$ cat src/design/blp_pkg.sv
// Shared constants, types and helpers for the Bresenham line pixel core.
package blp_pkg;

    localparam int COORD_BITS    = 10;
    localparam int ERR_BITS      = COORD_BITS + 1;
    localparam int SCREEN_BITS   = 10;
    localparam int COLOR_BITS    = 24;
    localparam int CFG_ADDR_BITS = 2;
    localparam int CFG_DATA_BITS = COLOR_BITS;
    localparam int IN_DATA_BITS  = ((4 * COORD_BITS + 7) / 8) * 8;
    localparam int OUT_DATA_BITS = ((2 * COORD_BITS + COLOR_BITS + 7) / 8) * 8;

    localparam logic [SCREEN_BITS-1:0] SCREEN_WIDTH_RESET  = SCREEN_BITS'(256);
    localparam logic [SCREEN_BITS-1:0] SCREEN_HEIGHT_RESET = SCREEN_BITS'(160);

    typedef logic [COORD_BITS-1:0]  coord_t;
    typedef logic [ERR_BITS-1:0]    err_t;
    typedef logic [SCREEN_BITS-1:0] screen_t;
    typedef logic [COLOR_BITS-1:0]  color_t;

    typedef enum logic
    {
        CMD_START = 1'b0,
        CMD_STEP  = 1'b1
    } cmd_t;

    typedef enum logic [CFG_ADDR_BITS-1:0]
    {
        REG_SCREEN_WIDTH  = 2'd0,
        REG_SCREEN_HEIGHT = 2'd1,
        REG_DRAW_COLOR    = 2'd2
    } reg_idx_t;

    typedef struct packed
    {
        cmd_t   cmd;
        coord_t x_start;
        coord_t y_start;
        coord_t x_end;
        coord_t y_end;
    } item_t;

    typedef struct packed
    {
        screen_t screen_width;
        screen_t screen_height;
        color_t  draw_color;
    } cfg_t;

    typedef struct packed
    {
        coord_t pixel_x;
        coord_t pixel_y;
        color_t pixel_color;
        logic   last_pixel;
    } pixel_t;

    function automatic coord_t step_coord(coord_t v, logic down);
        return down ? (v - coord_t'(1)) : (v + coord_t'(1));
    endfunction

endpackage

$ cat src/design/blp_cfg_regs.sv
// Configuration registers: screen width, screen height and draw color.
module blp_cfg_regs
(
    input  logic                                 clk,
    input  logic                                 rst_n,
    input  logic                                 cfg_we,
    input  logic [blp_pkg::CFG_ADDR_BITS-1:0]    cfg_addr,
    input  logic [blp_pkg::CFG_DATA_BITS-1:0]    cfg_wdata,
    output blp_pkg::cfg_t                        cfg
);
    import blp_pkg::*;

    cfg_t cfg_reg;
    cfg_t cfg_next;

    always_comb
    begin
        cfg_next = cfg_reg;
        if (cfg_we)
        begin
            unique case (cfg_addr)
                REG_SCREEN_WIDTH:  cfg_next.screen_width  = cfg_wdata[SCREEN_BITS-1:0];
                REG_SCREEN_HEIGHT: cfg_next.screen_height = cfg_wdata[SCREEN_BITS-1:0];
                REG_DRAW_COLOR:    cfg_next.draw_color    = cfg_wdata[COLOR_BITS-1:0];
                default:           cfg_next = cfg_reg;  // unknown index: drop write
            endcase
        end
    end

    always_ff @(posedge clk or negedge rst_n)
    begin
        if (!rst_n)
        begin
            cfg_reg.screen_width  <= SCREEN_WIDTH_RESET;
            cfg_reg.screen_height <= SCREEN_HEIGHT_RESET;
            cfg_reg.draw_color    <= '0;
        end
        else
        begin
            cfg_reg <= cfg_next;
        end
    end

    assign cfg = cfg_reg;

endmodule

$ cat src/design/blp_line_engine.sv
// Line state, loaded by a start item, and one Bresenham step per processed step item.
module blp_line_engine
(
    input  logic           clk,
    input  logic           rst_n,
    input  logic           process,
    input  blp_pkg::item_t item,
    input  blp_pkg::cfg_t  cfg,
    output logic           emit,
    output blp_pkg::pixel_t pixel
);
    import blp_pkg::*;

    coord_t cur_x_reg,       cur_x_next;
    coord_t cur_y_reg,       cur_y_next;
    err_t   err_acc_reg,     err_acc_next;
    coord_t err_den_reg,     err_den_next;
    coord_t err_add_reg,     err_add_next;
    coord_t pixels_left_reg, pixels_left_next;
    logic   line_active_reg, line_active_next;
    logic   x_decreasing_reg, x_decreasing_next;
    logic   y_decreasing_reg, y_decreasing_next;
    logic   x_major_reg,     x_major_next;

    logic   is_start;
    logic   is_step;
    logic   x_dec;
    logic   y_dec;
    coord_t dx;
    coord_t dy;
    logic   xm;
    coord_t den;
    err_t   err_sum;
    logic   err_over;
    err_t   err_upd;
    coord_t step_x;
    coord_t step_y;

    assign is_start = process && (item.cmd == CMD_START);
    assign is_step  = process && (item.cmd == CMD_STEP) && line_active_reg;

    // Endpoint setup
    assign x_dec = item.x_end < item.x_start;
    assign y_dec = item.y_end < item.y_start;
    assign dx    = x_dec ? (item.x_start - item.x_end) : (item.x_end - item.x_start);
    assign dy    = y_dec ? (item.y_start - item.y_end) : (item.y_end - item.y_start);
    assign xm    = dx >= dy;
    assign den   = xm ? dx : dy;

    // Error term advance, reduced by the major-axis delta when it overflows
    assign err_sum  = err_acc_reg + {1'b0, err_add_reg};
    assign err_over = err_sum >= {1'b0, err_den_reg};
    assign err_upd  = err_over ? (err_sum - {1'b0, err_den_reg}) : err_sum;

    always_comb
    begin
        step_x = cur_x_reg;
        step_y = cur_y_reg;
        if (x_major_reg)
        begin
            step_x = step_coord(cur_x_reg, x_decreasing_reg);
            if (err_over)
                step_y = step_coord(cur_y_reg, y_decreasing_reg);
        end
        else
        begin
            step_y = step_coord(cur_y_reg, y_decreasing_reg);
            if (err_over)
                step_x = step_coord(cur_x_reg, x_decreasing_reg);
        end
    end

    always_comb
    begin
        cur_x_next        = cur_x_reg;
        cur_y_next        = cur_y_reg;
        err_acc_next      = err_acc_reg;
        err_den_next      = err_den_reg;
        err_add_next      = err_add_reg;
        pixels_left_next  = pixels_left_reg;
        line_active_next  = line_active_reg;
        x_decreasing_next = x_decreasing_reg;
        y_decreasing_next = y_decreasing_reg;
        x_major_next      = x_major_reg;
        priority if (is_start)
        begin
            // a start abandons whatever line is running
            cur_x_next        = item.x_start;
            cur_y_next        = item.y_start;
            x_decreasing_next = x_dec;
            y_decreasing_next = y_dec;
            x_major_next      = xm;
            err_den_next      = den;
            err_add_next      = xm ? dy : dx;
            err_acc_next      = {1'b0, den >> 1};
            pixels_left_next  = den;
            line_active_next  = 1'b1;
        end
        else if (is_step)
        begin
            cur_x_next   = step_x;
            cur_y_next   = step_y;
            err_acc_next = err_upd;
            if (pixels_left_reg == '0)
                line_active_next = 1'b0;
            else
                pixels_left_next = pixels_left_reg - coord_t'(1);
        end
    end

    always_ff @(posedge clk or negedge rst_n)
    begin
        if (!rst_n)
        begin
            cur_x_reg        <= '0;
            cur_y_reg        <= '0;
            err_acc_reg      <= '0;
            err_den_reg      <= '0;
            err_add_reg      <= '0;
            pixels_left_reg  <= '0;
            line_active_reg  <= 1'b0;
            x_decreasing_reg <= 1'b0;
            y_decreasing_reg <= 1'b0;
            x_major_reg      <= 1'b0;
        end
        else
        begin
            cur_x_reg        <= cur_x_next;
            cur_y_reg        <= cur_y_next;
            err_acc_reg      <= err_acc_next;
            err_den_reg      <= err_den_next;
            err_add_reg      <= err_add_next;
            pixels_left_reg  <= pixels_left_next;
            line_active_reg  <= line_active_next;
            x_decreasing_reg <= x_decreasing_next;
            y_decreasing_reg <= y_decreasing_next;
            x_major_reg      <= x_major_next;
        end
    end

    // Mirror against the panel size
    assign emit              = is_step;
    assign pixel.pixel_x     = coord_t'(cfg.screen_width) - cur_x_reg;
    assign pixel.pixel_y     = coord_t'(cfg.screen_height) - cur_y_reg;
    assign pixel.pixel_color = cfg.draw_color;
    assign pixel.last_pixel  = pixels_left_reg == '0;

    a_start_activates: assert property (@(posedge clk) disable iff (!rst_n)
        is_start |=> line_active_reg)
        else $error("line not active after start");

    a_last_ends_line: assert property (@(posedge clk) disable iff (!rst_n)
        is_step && (pixels_left_reg == '0) |=> !line_active_reg)
        else $error("line still active after last pixel");

    a_err_bounded: assert property (@(posedge clk) disable iff (!rst_n)
        line_active_reg |-> (err_acc_reg < {1'b0, err_den_reg}) || (err_den_reg == '0))
        else $error("error accumulator out of range");

    a_count_down: assert property (@(posedge clk) disable iff (!rst_n)
        is_step && (pixels_left_reg != '0) |=>
            pixels_left_reg == $past(pixels_left_reg) - coord_t'(1))
        else $error("pixel count did not decrement");

endmodule

$ cat src/design/bresenham_line_pixels_core.sv
// Bresenham line pixel core: input register, line engine and output register.
// A step item passes the input register, then the output register, on its way to m_tvalid.
// Throughput: one item per cycle unless m_tready stalls the output; the line engine's
// single error add/compare sets it. A stalled output holds its pixel; the input register
// still takes the next item only while empty. Reset (rst_n, async, active low) drops any
// running line and pending items and loads screen width 256, height 160 and color 0.
module bresenham_line_pixels_core
(
    input  logic                                 clk,
    input  logic                                 rst_n,
    input  logic                                 s_tvalid,
    output logic                                 s_tready,
    input  logic [blp_pkg::IN_DATA_BITS-1:0]     s_tdata,  // x_start, y_start, x_end, y_end
    input  logic                                 s_tuser,  // cmd
    output logic                                 m_tvalid,
    input  logic                                 m_tready,
    output logic [blp_pkg::OUT_DATA_BITS-1:0]    m_tdata,  // pixel_x, pixel_y, pixel_color
    output logic                                 m_tlast,  // last_pixel
    input  logic                                 cfg_we,
    input  logic [blp_pkg::CFG_ADDR_BITS-1:0]    cfg_addr,
    input  logic [blp_pkg::CFG_DATA_BITS-1:0]    cfg_wdata
);
    import blp_pkg::*;

    logic   in_valid_reg;
    logic   in_valid_next;
    item_t  in_item_reg;
    item_t  in_item_next;
    logic   out_valid_reg;
    logic   out_valid_next;
    pixel_t out_pixel_reg;
    pixel_t out_pixel_next;

    logic   advance;
    logic   emit;
    pixel_t pixel;
    cfg_t   cfg;

    // process the held item once the output register has room for its result
    assign advance  = in_valid_reg && (!out_valid_reg || m_tready);
    assign s_tready = !in_valid_reg || advance;

    always_comb
    begin
        in_valid_next = in_valid_reg;
        in_item_next  = in_item_reg;
        if (s_tready)
        begin
            in_valid_next = s_tvalid;
            in_item_next  = '{cmd:     cmd_t'(s_tuser),
                              x_start: s_tdata[COORD_BITS-1:0],
                              y_start: s_tdata[2*COORD_BITS-1:COORD_BITS],
                              x_end:   s_tdata[3*COORD_BITS-1:2*COORD_BITS],
                              y_end:   s_tdata[4*COORD_BITS-1:3*COORD_BITS]};
        end
    end

    always_comb
    begin
        out_valid_next = out_valid_reg;
        out_pixel_next = out_pixel_reg;
        priority if (advance)
        begin
            out_valid_next = emit;
            out_pixel_next = pixel;
        end
        else if (m_tready)
        begin
            out_valid_next = 1'b0;
        end
    end

    always_ff @(posedge clk or negedge rst_n)
    begin
        if (!rst_n)
        begin
            in_valid_reg  <= 1'b0;
            out_valid_reg <= 1'b0;
        end
        else
        begin
            in_valid_reg  <= in_valid_next;
            out_valid_reg <= out_valid_next;
        end
    end

    always_ff @(posedge clk)
    begin
        in_item_reg   <= in_item_next;
        out_pixel_reg <= out_pixel_next;
    end

    blp_cfg_regs u_cfg_regs
    (
        .clk       (clk),
        .rst_n     (rst_n),
        .cfg_we    (cfg_we),
        .cfg_addr  (cfg_addr),
        .cfg_wdata (cfg_wdata),
        .cfg       (cfg)
    );

    blp_line_engine u_line_engine
    (
        .clk     (clk),
        .rst_n   (rst_n),
        .process (advance),
        .item    (in_item_reg),
        .cfg     (cfg),
        .emit    (emit),
        .pixel   (pixel)
    );

    assign m_tvalid = out_valid_reg;
    assign m_tdata  = OUT_DATA_BITS'({out_pixel_reg.pixel_color,
                                      out_pixel_reg.pixel_y,
                                      out_pixel_reg.pixel_x});
    assign m_tlast  = out_pixel_reg.last_pixel;

endmodule
$ cat config.mk
export PLATFORM = sky130hd
export DESIGN_NAME = bresenham_line_pixels_core
export DESIGN_NICKNAME = d
export VERILOG_FILES = /design/src/design/blp_pkg.sv /design/src/design/blp_cfg_regs.sv /design/src/design/blp_line_engine.sv /design/src/design/bresenham_line_pixels_core.sv
export SDC_FILE = /design/constraint.sdc
export NUM_CORES = 1
export LEC_CHECK = 0
export ABC_CLOCK_PERIOD_IN_PS = 10300
export BUFFER_PORTS_ARGS = -buffer_cell sky130_fd_sc_hd__buf_2
export CAP_MARGIN = 10
export CORE_MARGIN = 2
export CORE_UTILIZATION = 30
export CTS_CLUSTER_SIZE = 25
export DETAILED_ROUTE_END_ITERATION = 10
export PLACE_DENSITY = 0.54
export SETUP_SLACK_MARGIN = 0.5
export SYNTH_ARGS = -nofsm -noshare
export SYNTH_HDL_FRONTEND = slang
export SYNTH_SLANG_ARGS = --single-unit
$ cat constraint.sdc
create_clock -name clk -period 10.3 [get_ports clk]
set_input_delay 2.06 -clock clk [delete_from_list [all_inputs] [get_ports clk]]
set_output_delay 2.06 -clock clk [all_outputs]
set_load 0.05 [all_outputs]
Word-level counts from Yosys, hierarchy flattened --
Index checks and enable logic that the tools add are counted.
Storage, ports and cells: register bits 197, input bits 72, word-level logic and storage cells 92
Operators by class: $add $sub $neg 13, order comparisons 4, equal/unequal tests 4, mux-type cells 25, bitwise operators 1, reductions and logical operators 21
Operators with widths (count):
- $mux W10 | 17
- $sub A10 B10 Y10 | 6
- $mux W11 | 3
- $sub A10 B1 Y10 const B | 3
- $add A10 B1 Y10 const B | 2
- $lt A10 B10 Y1 | 2
- $reduce_and A2 Y1 | 7
- $add A11 B10 Y11 | 1
- $ge A11 B10 Y1 | 1
- $sub A11 B10 Y11 | 1
- $ge A10 B10 Y1 | 1
- $logic_not A10 Y1 | 1
- $reduce_bool A2 Y1 | 3
- $mux W1 | 5
- $logic_and A1 B1 Y1 | 4
- $ne A3 B3 Y1 const B | 1
- $reduce_bool A3 Y1 | 1
- $eq A2 B1 Y1 const B | 1
- $eq A2 B2 Y1 const B | 1
- $logic_not A1 Y1 | 2
- $logic_not A2 Y1 | 1
- $logic_or A1 B1 Y1 | 2
- $ne A2 B1 Y1 const B | 1
- $not A1 Y1 | 1

Depth between registers and ports, before layout --
Gate-level depths: netlist of run 1.
depth after elaboration 7, mapped depth 22, mapped depth without buffers 20

Modules after synthesis --
Synthesis of run 1 repeated with hierarchy kept, for this count alone.
Second synthesis, totals: cell total of the unflattened synthesis 1166, area, all modules 12215.5 µm²
Modules (own cells, without submodules):
- blp_line_engine | times used 1, cells each 971, area an instance 7753.7 µm², sequential area each 1626.6 µm²
- bresenham_line_pixels_core | times used 1, cells each 100, area an instance 2705.1 µm², sequential area each 2632.5 µm²
- blp_cfg_regs | times used 1, cells each 95, area an instance 1756.7 µm², sequential area each 1104.8 µm²

Least setup slack after synthesis of run 1 --
Ideal clock, no wire load.
path type in2out, from in m_tready, to out s_tready, arrival time 3.414 ns, required time 8.240 ns, slack 4.826 ns, stages 1, cells stage by stage nand3b_1
Between the ends: cells in the longest elaborated chain, start to end 3
RTL lines:
- from (decl) | RTL line bresenham_line_pixels_core.sv:16 | input logic m_tready,
- $logic_or A1 B1 Y1 | RTL line bresenham_line_pixels_core.sv:40 | assign advance = in_valid_reg && (!out_valid_reg || m_tready);
- $logic_and A1 B1 Y1 | RTL line bresenham_line_pixels_core.sv:40
- $logic_or A1 B1 Y1 | RTL line bresenham_line_pixels_core.sv:41 | assign s_tready = !in_valid_reg || advance;
- to (decl) | RTL line bresenham_line_pixels_core.sv:12 | output logic s_tready,
No other way between the ends.

Worst setup path after layout of run 1 --
from reg in_item_reg[0] (netlist name), to reg u_line_engine.pixels_left_reg[2]
Between the ends: cells in the longest elaborated chain, start to end 5, elaborated cells on any way between the ends 7, those cells by class add/sub: 2; order compare: 2; mux: 3
RTL lines:
- from (decl) | RTL line bresenham_line_pixels_core.sv:27 | item_t in_item_reg;
- from (signal assigned) | RTL line bresenham_line_pixels_core.sv:89 | in_item_reg <= in_item_next;
- $sub A10 B10 Y10 / $lt A10 B10 Y1 (equally long branches) | RTL line blp_line_engine.sv:46, blp_line_engine.sv:44
- $mux W10 * | RTL line blp_line_engine.sv:46 | assign dy = y_dec ? (item.y_start - item.y_end) : (item.y_end - item.y_start);
- $ge A10 B10 Y1 | RTL line blp_line_engine.sv:47 | assign xm = dx >= dy;
- $mux W10 * | RTL line blp_line_engine.sv:48 | assign den = xm ? dx : dy;
- $mux W10 * | RTL line blp_line_engine.sv:85 | priority if (is_start)
- to (signal assigned) | RTL line blp_line_engine.sv:133 | pixels_left_reg <= pixels_left_next;
- to (decl) | RTL line blp_line_engine.sv:19 | coord_t pixels_left_reg, pixels_left_next;
Mark *: on every way between the ends. The rest lies on a longest branch, timed or not. A chain may end at the register's enable or synchronous reset.

==> results by group, run 1 <==
Run status
  – Outcome: complete, no violations

Drt
  – DRC: 0
  – Via count: 8,439
  – Wire per inst: 15.7 um
  – WL final: around 28 mm
  – Via/cell ratio: 4.79
  – Iteration-0 DRC Markers: a little over 400
  – DR pass1 iterations: 5
  – Routed Antenna Nets: 0

Logic synthesis
  – Post-synthesis mux area share: 0.0600
  – Post-synthesis simple-gate area fraction: 0.105
  – Ys Warns: 0
  – Syn avg cell area: between 10 and 15 um^2
  – Seq/Total Area, Yosys: 0.454
  – Synthesized area: around 12,000 um^2
  – Top cell type's share of synthesized area: 0.229
  – Synthesized flop and latch total: approximately 200
  – Area contributors post-synth: dfrtp_1, edfxtp_1, ha_1
  – Synth top cells by count: dfrtp_1, inv_1, ha_1
  – Main combinational cell family by area after synthesis: compound AO/OA/AOI/OAI gates
  – Synth Area in Adders: 0.126
  – Top_reg_cell synth: dfrtp_1
  – Largest area contributor in the netlist: dfrtp_1
  – Synth Area in Compound Gates: 0.159
  – Ys async rst share: 0.563
  – Post-Synth XOR/XNOR Area: 0.0457
  – Syn Inst Count: between 1,000 and 1,500
  – Most common cell in the netlist: dfrtp_1
  – Post-synth EDFFs: 86
  – Cell variety after synth: between 80 and 90

Die
  – Die area: about 41,000 um^2
  – Core Area: 38,700 um^2
  – Starting Density: 0.305
  – Row cnt: 72
  – Die H: about 200 um
  – Die width: ~200 um
  – I/O pin count: about 120

Critical path
  – Worst reg2reg endpoint: u_line_engine.pixels_left_reg[2]
  – Reg2reg path depth: 20
  – Required @ worst endpoint: around 11 ns
  – Element type at the critical path end: register
  – Data arrival, critical path: 5.84 ns
  – Worst R2R Setup Slack: between 4 and 5 ns
  – Critical Path Source: in_item_reg[0]
  – FF-to-FF Start: in_item_reg[0]
  – Setup CP Type: reg -> reg
  – Crit path max fanout: 12
  – Element type at the critical path start: register

Placement
  – Port Buffers: around 120
  – RD Place Congestion: roughly 0.86
  – Placed wire-length estimate: roughly 21 mm

Timing
  – Final worst-path cycle share: 0.529
  – Total negative slack: 0 ns
  – Pins Over Slew Limit: 0
  – Final setup viols: 0
  – Layout Skew: ~0.014 ns
  – RSZ-0062 raised after global routing: no
  – Fmax achieved: around 0.18 GHz
  – Final hold violations: 0
  – Minimum clock period after layout: 5.45 ns
  – Slew @ Worst Pin: around 1.1 ns
  – Slew HR: 0.270

Clocking
  – Cts hold-fix bufs: 0
  – CTS Root Cell: clkbuf_16
  – Sink Count: between 150 and 200
  – Setup bufs post-CTS: 0
  – # H-tree levels: 4
  – Worst skew pair latency: 0.46 ns
  – Clock buffer depth: 2
  – CTS tree: built
  – Clk slew on worst S/H paths: 0.09 ns
  – CTS Buf Count: 17
  – Post-cts sizing count: 0

Final layout
  – Area Overhead vs Synth: 15.1%
  – Antenna Cells: 0
  – Layout cell share with drive strength beyond 1: 0.196
  – Fin nets: about 1,400

Flow run
  – MaxCap Viol Count: 0

GRT
  – Vias in the first global route: ~8,400
  – GRT overflow: 0
  – Initial antenna violation count: 1
  – Total GRT Usage: 0.139
  – Largest net degree at the start of global routing: 66
  – First-pass GRT wire length: around 45 mm

Power
  – VDD IR max: 0.000207 V
  – Power per cell area: ~350 nW/um^2
  – Pleak: between 0.006 and 0.007 uW
  – PnR Total Power: 4760 uW

Worst hold path
  – Worst hold path endpoint: m_tdata[39]
  – Hold WC Path Type: reg -> reg
  – WHS Path Cells: 0
  – Min-delay src: u_cfg_regs.cfg[19]
## worst max-delay path: stages, from the launching register on
cell	delay [ns]
edfxtp_1	0.40
inv_1	0.07
ha_1	0.15
inv_1	0.05
fa_1	0.39
a21oi_1	0.20
o221ai_1	0.22
a311oi_2	0.97
mux2i_1	0.17
a221o_1	0.33
xor2_1	0.34
inv_1	0.09
ha_1	0.30
nand3_1	0.08
nand2_1	0.07
a41oi_1	0.05
a211o_2	0.36
a21oi_1	0.54
o2bb2ai_1	0.30
o21a_1	0.16
o22a_1	0.12
## report_power, final
part	total, uW	switching [uW]	leakage, uW	internal, uW
Combinational	2790	1680	0.00359	1110
Clock	725	379	0.000315	345
Sequential	1250	155	0.00220	1090
## how the worst max path moves through the flow
| stage | endpoint | slack (ns) | depth (start not counted) |
|---|---|---|---|
| floorplan | s_tready | 4.83 | 1 |
| finish | u_line_engine.pixels_left_reg[2] | 4.85 | 20 |
| detailed placement | u_line_engine.pixels_left_reg[5] | 4.94 | 20 |
| CTS | u_line_engine.pixels_left_reg[5] | 4.91 | 20 |
| global route | u_line_engine.pixels_left_reg[5] | 4.47 | 20 |
| global placement | u_line_engine.pixels_left_reg[2] | 5.08 | 20 |
## cell type report
| class | instances | area, um^2 |
|---|---|---|
| clock inverters | 15 | 234 |
| well taps | 518 | 648 |
| flip-flops and latches | 197 | 5360 |
| repair buffers | 126 | 653 |
| fillers | 3921 | 25100 |
| clock buffers | 17 | 425 |
| multi-input cells | 780 | 5880 |
| inverters | 107 | 402 |
## metrics by stage
stage	cell area, um^2	worst slack [ns]	hold WS [ns]	cells	utilization
after floorplan	11800	4.83	0.419	1120	-
after global placement	12900	5.08	0.420	1728	0.334
final	13600	4.85	0.446	1760	0.351
after CTS	13600	4.91	0.449	1760	0.351
after global routing	13600	4.47	0.461	1760	0.351
after detailed placement	12900	4.94	0.427	1728	0.334
## layer usage
layer  part of all wire  global-route usage  vias up
li1                   -                   -     4191
met4              0.014              0.0401        2
met5            0.00047                   0        -
met2               0.44               0.217      189
met1               0.51               0.198     4033
met3              0.040              0.0223       24
## layout by cell type, fill, tap and decap left out, types with 10 or more instances in the layout
master / n
a21oi_1: 49
nand3_1: 17
edfxtp_1: 86
xnor2_1: 33
nor3_1: 20
a31oi_1: 13
nor2b_1: 14
fa_1: 10
nor2_1: 74
dfrtp_1: 108
buf_2: 117
nand2b_1: 14
ha_1: 103
mux2i_1: 18
mux2_2: 47
nand2_1: 89
o21ai_0: 71
a21o_1: 22
clkbuf_16: 17
xor2_1: 25
inv_1: 107
o21a_1: 10
## logic make-up after synthesis
| kind of cell | count (synthesis) |
|---|---|
| buf+inv | 143 |
| fa+ha+maj | 113 |
| compound gates | 271 |
| flops | 197 |
| other cells | 1 |
| xor+xnor | 60 |
| simple gates | 267 |
| mux | 65 |
No activity file was read; power rests on OpenSTA's default activity.
==> run 2: changes to the inputs <==
- ABC_AREA: default -> 1
- ABC_CLOCK_PERIOD_IN_PS: 10300 -> 5040
- clock period: 10.3 -> 5.04 ns (I/O delays scaled with it)
==> run 2 against run 1 <==
  * Cell count increased by 28%
  * Sequential power increased by 100%
  * Clock-buffer cell count increased by 1
  * Combinational power increased by 120%
  * First-iteration DRC count increased by 50%
  * Power increased by 110%
  * Register-to-register slack got worse by 3.7 ns
  * Highest routed layer is now met4
  * Largest power group unchanged
  * Critical path type unchanged
  * Critical path depth decreased by 2
  * Non-clock buffer count increased by 2
  * Utilization decreased by 0.49 points
  * Synthesized cell count increased by 42%
==> results by group, run 2 <==
Critical path
  – Worst path slowest cell: edfxtp_1 (was a311oi_2)
  – Worst R2R Setup Slack: 1.20 ns (was 4.85 ns)
  – Element type at the critical path start: register (unchanged)
  – Cell repeated most along the worst path: nand2_1 (was inv_1)
  – Required @ worst endpoint: 5.43 ns (was 10.69 ns)
  – Crit path max fanout: 13 (was 12)
  – Max incr delay on CP: 0.54 ns (was 0.97 ns)
  – Crit-path leading delay family: simple AND/OR/NAND/NOR gates (was compound AO/OA/AOI/OAI gates)
  – Crit-path cells: inv_1, fa_1, nand3_1, nand3_1, inv_1, nand2_1, nand2_1, inv_1, ha_1, nand2_1, nor2_1, nand3_1, nand4_1, nand2_1, buf_4, o21ai_1, nor2_1, a21oi_1 (was inv_1, ha_1, inv_1, fa_1, a21oi_1, o221ai_1, a311oi_2, mux2i_1, a221o_1, xor2_1, inv_1, ha_1, nand3_1, nand2_1, a41oi_1, a211o_2, a21oi_1, o2bb2ai_1, o21a_1, o22a_1)
  – Setup CP Type: reg -> reg (unchanged)
  – Element type at the critical path end: register (unchanged)
  – CP bufs+invs: 4 (was 3)
  – Data arrival, critical path: 4.23 ns (was 5.84 ns)

Clocking
  – Post-cts sizing count: 0 (unchanged)
  – Worst skew pair latency: 0.46 ns (about the same)
  – Sink Count: 197 (unchanged)
  – CTS tree: built (unchanged)
  – Setup bufs post-CTS: 0 (unchanged)
  – # H-tree levels: 4 (unchanged)
  – CTS Root Cell: clkbuf_16 (unchanged)
  – Cts hold-fix bufs: 0 (unchanged)
  – Clk slew on worst S/H paths: 0.08 ns (was 0.09 ns)
  – Clock buffer depth: 2 (unchanged)
  – CTS Buf Count: 17 (unchanged)

Die
  – I/O pin count: 123 (unchanged)
  – Starting Density: 0.304 (was 0.305)
  – Die width: 210 um (was 203 um)
  – Core Area: 42,000 um^2 (was 38,700 um^2)
  – Die area: 44,300 um^2 (was 41,000 um^2)
  – Row cnt: 75 (was 72)
  – Die H: 210 um (was 203 um)

Timing
  – Hold_ws: 0.442 ns (was 0.446 ns)
  – Layout Skew: 0.0123 ns (was 0.0137 ns)
  – Final hold violations: 0 (unchanged)
  – RSZ-0062 raised after global routing: no (unchanged)
  – Pins Over Slew Limit: 0 (unchanged)
  – Fmax achieved: 0.260 GHz (was 0.184 GHz)
  – Total negative slack: 0 ns (unchanged)
  – Slew @ Worst Pin: 0.653 ns (was 1.10 ns)
  – Final worst-path cycle share: 0.763 (was 0.529)
  – Slew HR: 0.565 (was 0.270)
  – Final setup viols: 0 (unchanged)
  – Minimum clock period after layout: 3.84 ns (was 5.45 ns)

Power
  – Combinational power share: 0.604 (was 0.585)
  – Pleak: 0.00742 uW (was 0.00611 uW)
  – Sw frac: 0.492 (was 0.465)
  – Sequential share of power: 0.256 (was 0.262)
  – Clk pwr share: 0.140 (was 0.152)
  – PnR Total Power: 9940 uW (was 4760 uW)
  – P_int: 5050 uW (was 2550 uW)
  – P_sw: 4890 uW (was 2220 uW)
  – Power per cell area: 683 nW/um^2 (was 350 nW/um^2)
  – VDD IR max: 0.000347 V (was 0.000207 V)

GRT
  – First-pass GRT wire length: 53.3 mm (was 44.8 mm)
  – Largest net degree at the start of global routing: 50 (was 66)
  – Vias in the first global route: 10,400 (was 8,364)
  – Total GRT Usage: 0.154 (was 0.139)
  – Initial antenna violation count: 0 (was 1)
  – GRT overflow: 0 (unchanged)

Final layout
  – Fill count: 4,424 (was 3,921)
  – Layout cell share with drive strength beyond 1: 0.117 (was 0.196)
  – Final core occ: 0.346 (was 0.351)
  – Commonest non-fill, non-tap cells in the layout: nand2_1, inv_1, buf_2 (was buf_2, dfrtp_1, inv_1)
  – Commonest non-fill, non-tap cell in the layout: nand2_1 (was buf_2)
  – Fin nets: 1,887 (was 1,414)
  – Antenna Cells: 0 (unchanged)
  – Area Overhead vs Synth: 13.9% (was 15.1%)

Drt
  – WL final: 33.3 mm (was 27.6 mm)
  – Via count: 10,600 (was 8,439)
  – DRC: 0 (unchanged)
  – Routed Antenna Nets: 0 (unchanged)
  – Wire per inst: 14.8 um (was 15.7 um)
  – Iteration-0 DRC Markers: 613 (was 410)
  – Via/cell ratio: 4.71 (was 4.79)
  – DR pass1 iterations: 5 (unchanged)

Placement
  – Port Buffers: 118 (unchanged)
  – RD Place Congestion: 0.874 (was 0.860)
  – Placed wire-length estimate: 26.2 mm (was 21.1 mm)

Logic synthesis
  – Synth top cells by count: nand2_1, inv_1, dfrtp_1, nor2_1, ha_1 (was dfrtp_1, inv_1, ha_1)
  – Ys async rst share: 0.563 (unchanged)
  – Synthesized area: 12,800 um^2 (was 11,800 um^2)
  – Synthesized flop and latch total: 197 (unchanged)
  – Top_reg_cell synth: dfrtp_1 (unchanged)
  – Post-synth EDFFs: 86 (unchanged)
  – Syn Inst Count: 1,587 (was 1,117)
  – Ys Warns: 0 (unchanged)
  – Syn avg cell area: 8.05 um^2 (was 10.6 um^2)
  – Largest area contributor in the netlist: dfrtp_1 (unchanged)
  – Cell variety after synth: 44 (was 85)
  – Most common cell in the netlist: nand2_1 (was dfrtp_1)
  – Area contributors post-synth: dfrtp_1, edfxtp_1, nand2_1 (was dfrtp_1, edfxtp_1, ha_1)
  – Top cell type's share of synthesized area: 0.211 (was 0.229)
  – Seq/Total Area, Yosys: 0.420 (was 0.454)

Flow run
  – MaxCap Viol Count: 0 (unchanged)

Worst hold path
  – Hold WC Path Type: reg -> reg (unchanged)

Run status
  – Outcome: complete, no violations (unchanged)
==> run 2: cell families after synthesis <==
group           count (synthesis)  synth area share
flops                         197             0.420
mux                            14            0.0123
compound gates                223            0.0990
buf+inv                       291            0.0906
other cells                     1          0.000293
fa+ha+maj                     113             0.117
xor+xnor                       53            0.0363
simple gates                  695             0.225
==> run 2: cell type report <==
type | count | area [um^2] | share of cell area
clock inverters | 14 | 164 | 0.0113
clock buffers | 18 | 429 | 0.0295
well taps | 539 | 674 | 0.0463
flip-flops and latches | 197 | 5360 | 0.368
repair buffers | 128 | 688 | 0.0473
multi-input cells | 1102 | 6270 | 0.431
inverters | 256 | 966 | 0.0663
==> run 2: routing by layer <==
layer,track usage,wire [um],share of wire,vias up
met1,0.207,15800,0.47,4956
met5,0,0,0,-
met3,0.0319,1840,0.055,41
li1,-,-,-,5355
met2,0.248,15000,0.45,265
met4,0.0478,691,0.021,0
==> run 2: power by group through the flow <==
stage               combinational (uW)  clock (uW)  sequential, uW
global placement                  5910           0            2570
finish                            6000        1390            2550
CTS                               5990        1440            2550
global route                      6780        1490            2610
floorplan                         4290           0            2870
detailed placement                5950           0            2580
==> run 2: worst register-to-register path, stage by stage, from the launching register on <==
cell	delay (ns)
edfxtp_1	0.54
inv_1	0.13
fa_1	0.49
nand3_1	0.14
nand3_1	0.32
inv_1	0.32
nand2_1	0.08
nand2_1	0.10
inv_1	0.06
ha_1	0.29
nand2_1	0.08
nor2_1	0.16
nand3_1	0.10
nand4_1	0.11
nand2_1	0.07
buf_4	0.22
o21ai_1	0.33
nor2_1	0.08
a21oi_1	0.15
==> run 2: worst paths after layout <==
kind,from,end,cells past startpoint
min in group asynchronous,rst_n,u_cfg_regs.cfg[2],1
setup / recovery,in_item_reg[21],u_line_engine.err_acc_reg[1],18
hold reg to reg,u_cfg_regs.cfg[13],m_tdata[33],0
max in group asynchronous,rst_n,u_line_engine.err_den_reg[3],2
hold / removal,u_cfg_regs.cfg[13],m_tdata[33],0
setup reg to reg,in_item_reg[21],u_line_engine.err_acc_reg[1],18
==> run 2: through the flow <==
step / cells / setup WS, ns / instance area (um^2)
global placement: 2221 / 1.31 / 13900
floorplan: 1590 / 1.67 / 12800
CTS: 2253 / 1.22 / 14500
finish: 2254 / 1.20 / 14600
global route: 2254 / 0.788 / 14600
detailed placement: 2221 / 1.23 / 13900
==> run 3: changes to the inputs <==
- ABC_CLOCK_PERIOD_IN_PS: 5040 -> 3500
- PLACE_DENSITY: 0.54 -> 0.56
- clock period: 5.04 -> 3.5 ns (I/O delays scaled with it)
==> run 3 against run 2 <==
  * Hold slack got worse by 0.15 ns
  * Clock-buffer cell count decreased by 1
  * Clock skew is 0.0027 ns higher
  * Sequential power rose by 45%
  * Sequential share of layout area fell by 3.7 points
  * Cell count increased by 5.0%
  * Maximum frequency up 14%
  * Global-route usage rose by 0.81 points
  * Die area did not move
  * First-iteration DRC count decreased by 3.8%
  * Critical endpoint is now u_line_engine.err_add_reg[5]
==> results by group, run 3 (synthesis results as in run 2) <==
Run status
  – Outcome: complete, no violations (unchanged)

Power
  – P_sw: 7600 uW (was 4890 uW)
  – Pleak: 0.00810 uW (was 0.00742 uW)
  – Sequential share of power: 0.234 (was 0.256)
  – P_int: 8180 uW (was 5050 uW)
  – VDD IR max: 0.000556 V (was 0.000347 V)
  – Sw frac: 0.481 (was 0.492)
  – Clk pwr share: 0.126 (was 0.140)
  – Combinational power share: 0.640 (was 0.604)
  – Power per cell area: 974 nW/um^2 (was 683 nW/um^2)

GRT
  – Initial antenna violation count: 3 (was 0)
  – Met2 GRT Util: 0.266 (was 0.248)
  – Met3 usage: 0.0292 (was 0.0319)
  – Met1 GRT Util: 0.212 (was 0.207)
  – Largest net degree at the start of global routing: 57 (was 50)
  – First-pass GRT wire length: 56.3 mm (was 53.3 mm)
  – GRT overflow: 0 (unchanged)
  – Total GRT Usage: 0.162 (was 0.154)
  – Vias in the first global route: 11,000 (was 10,400)
  – Top Usage Layer GRT: met2 (unchanged)

Drt
  – WL final: 35.2 mm (was 33.3 mm)
  – Wire per inst: 14.9 um (was 14.8 um)
  – Routed Antenna Nets: 0 (unchanged)
  – DRC: 0 (unchanged)
  – DR pass1 iterations: 6 (was 5)
  – Via count: 11,100 (was 10,600)
  – Iteration-0 DRC Markers: 590 (was 613)
  – Via/cell ratio: 4.68 (was 4.71)

Critical path
  – Crit path max fanout: 7 (was 13)
  – Setup CP Type: reg -> reg (unchanged)
  – Element type at the critical path start: register (unchanged)
  – Required @ worst endpoint: 3.87 ns (was 5.43 ns)
  – Data arrival, critical path: 3.75 ns (was 4.23 ns)
  – Reg2reg path depth: 21 (was 18)
  – Element type at the critical path end: register (unchanged)

Die
  – Starting Density: 0.304 (unchanged)
  – Die area: 44,300 um^2 (unchanged)
  – Row cnt: 75 (unchanged)
  – Die H: 210 um (unchanged)
  – Die width: 210 um (unchanged)
  – I/O pin count: 123 (unchanged)
  – Core Area: 42,000 um^2 (unchanged)

Timing
  – Layout Skew: 0.0150 ns (was 0.0123 ns)
  – Final setup viols: 0 (unchanged)
  – RSZ-0062 raised after global routing: yes (was no)
  – Hold_ws: 0.296 ns (was 0.442 ns)
  – Pins Over Slew Limit: 0 (unchanged)
  – Slew @ Worst Pin: 1.10 ns (was 0.653 ns)
  – Slew HR: 0.262 (was 0.565)
  – Final hold violations: 0 (unchanged)
  – Final worst-path cycle share: 0.966 (was 0.763)
  – Fmax achieved: 0.296 GHz (was 0.260 GHz)
  – Minimum clock period after layout: 3.38 ns (was 3.84 ns)

Final layout
  – Area of the multi-input gates: 7020 um^2 (was 6270 um^2)
  – Commonest non-fill, non-tap cells in the layout: nand2_1, inv_1, buf_2 (unchanged)
  – Fill count: 4,283 (was 4,424)
  – Fin nets: 2,000 (was 1,887)
  – Register area: 5370 um^2 (was 5360 um^2)
  – Area Overhead vs Synth: 26.8% (was 13.9%)
  – Commonest non-fill, non-tap cell in the layout: nand2_1 (unchanged)
  – Fin area: 16,200 um^2 (was 14,600 um^2)
  – Antenna Cells: 0 (unchanged)
  – Non-Filler Instances: 2,367 (was 2,254)
  – Layout cell share with drive strength beyond 1: 0.245 (was 0.117)

Clocking
  – Clock buffer depth: 2 (unchanged)
  – CTS Root Cell: clkbuf_16 (unchanged)
  – CTS Buf Count: 17 (unchanged)
  – # H-tree levels: 4 (unchanged)
  – Worst skew pair latency: 0.47 ns (was 0.46 ns)
  – CTS tree: built (unchanged)
  – Clk slew on worst S/H paths: 0.08 ns (about the same)
  – Sink Count: 197 (unchanged)

Placement
  – RD Place Congestion: 0.902 (was 0.874)
  – Placed wire-length estimate: 26.7 mm (was 26.2 mm)
  – Placed Instance Area: 14,400 um^2 (was 13,900 um^2)
  – Port Buffers: 118 (unchanged)
  – Inst Count DP: 2,280 (was 2,221)

Flow run
  – MaxCap Viol Count: 0 (unchanged)

Worst hold path
  – Hold WC Path Type: in -> async (was reg -> reg)
## run 3: cell types whose count changed in the layout (fill, tap and decap cells not counted), sizes merged
cell and delta:
buf +111, clkinv +5, clkinvlp -2, bufinv -1
inv -1, nand2 +1
## run 3: path summary, 6_finish.rpt
kind                                     from  slack (ns)                           end
max                            in_item_reg[0]        0.12  u_line_engine.err_add_reg[5]
min in group clk                   s_tdata[9]        0.40               in_item_reg[39]
max reg2reg                    in_item_reg[0]        0.12  u_line_engine.err_add_reg[5]
max in group asynchronous               rst_n        2.35            u_cfg_regs.cfg[31]
min                                     rst_n        0.30             u_cfg_regs.cfg[3]
min reg2reg                u_cfg_regs.cfg[23]        0.44                   m_tdata[43]
## run 3: power by group through the flow
stage / Combinational (uW) / Clock [uW] / Sequential (uW)
floorplan: 6220 / 0 / 4140
global placement: 8840 / 0 / 3700
detailed placement: 8890 / 0 / 3720
CTS: 9560 / 2050 / 3680
global route: 11200 / 2140 / 3780
finish: 10100 / 1990 / 3700
## run 3: critical path: stages (launching register included)
cell and delay (ns):
edfxtp_1 0.39, inv_1 0.08, ha_2 0.17, inv_2 0.04, fa_2 0.36, buf_4 0.15
nand3_2 0.10, nand3_4 0.13, inv_4 0.12, buf_4 0.11, nand2_1 0.05, nand2_2 0.09
inv_2 0.06, ha_4 0.24, nand2_4 0.08, inv_4 0.04, a21oi_2 0.12, nand4_1 0.19
nor2_4 0.21, buf_6 0.16, inv_1 0.14, o221ai_1 0.24
## run 3: per-stage QoR
step	util	setup TNS [ns]	setup WS, ns	total power, uW
floorplan	-	0	0.512	10400
detailed placement	0.343	-0.754	-0.137	12600
CTS	0.374	0	0.208	15300
finish	0.385	0	0.120	15800
global placement	0.343	-0.367	-0.108	12500
global route	0.385	-1.52	-0.101	17200
## run 3: area by class of cell
cell class / instances / share of cell area
Clock buffer: 17 / 0.0263
Clock inverter: 15 / 0.0100
Inverter: 256 / 0.0604
Multi-Input combinational cell: 1103 / 0.433
Sequential cell: 197 / 0.331
Tap cell: 539 / 0.0416
Timing Repair Buffer: 240 / 0.0973
## run 3: metal layers
metal	share of wire	routed length, um	up-vias
li1	-	-	5575
met1	0.46	16200	5146
met2	0.47	16500	279
met4	0.028	972	2
met5	0.00051	18	-
met3	0.046	1630	65
## run 3: what timing repair did
action,4_1_cts,5_1_grt
gates resized for setup,96,78
hold buffers,0,0
buffers inserted,37,14
pin swaps,31,40
endpoints found under the hold margin,0,0
gates cloned,1,2
setup endpoints to repair,62,62
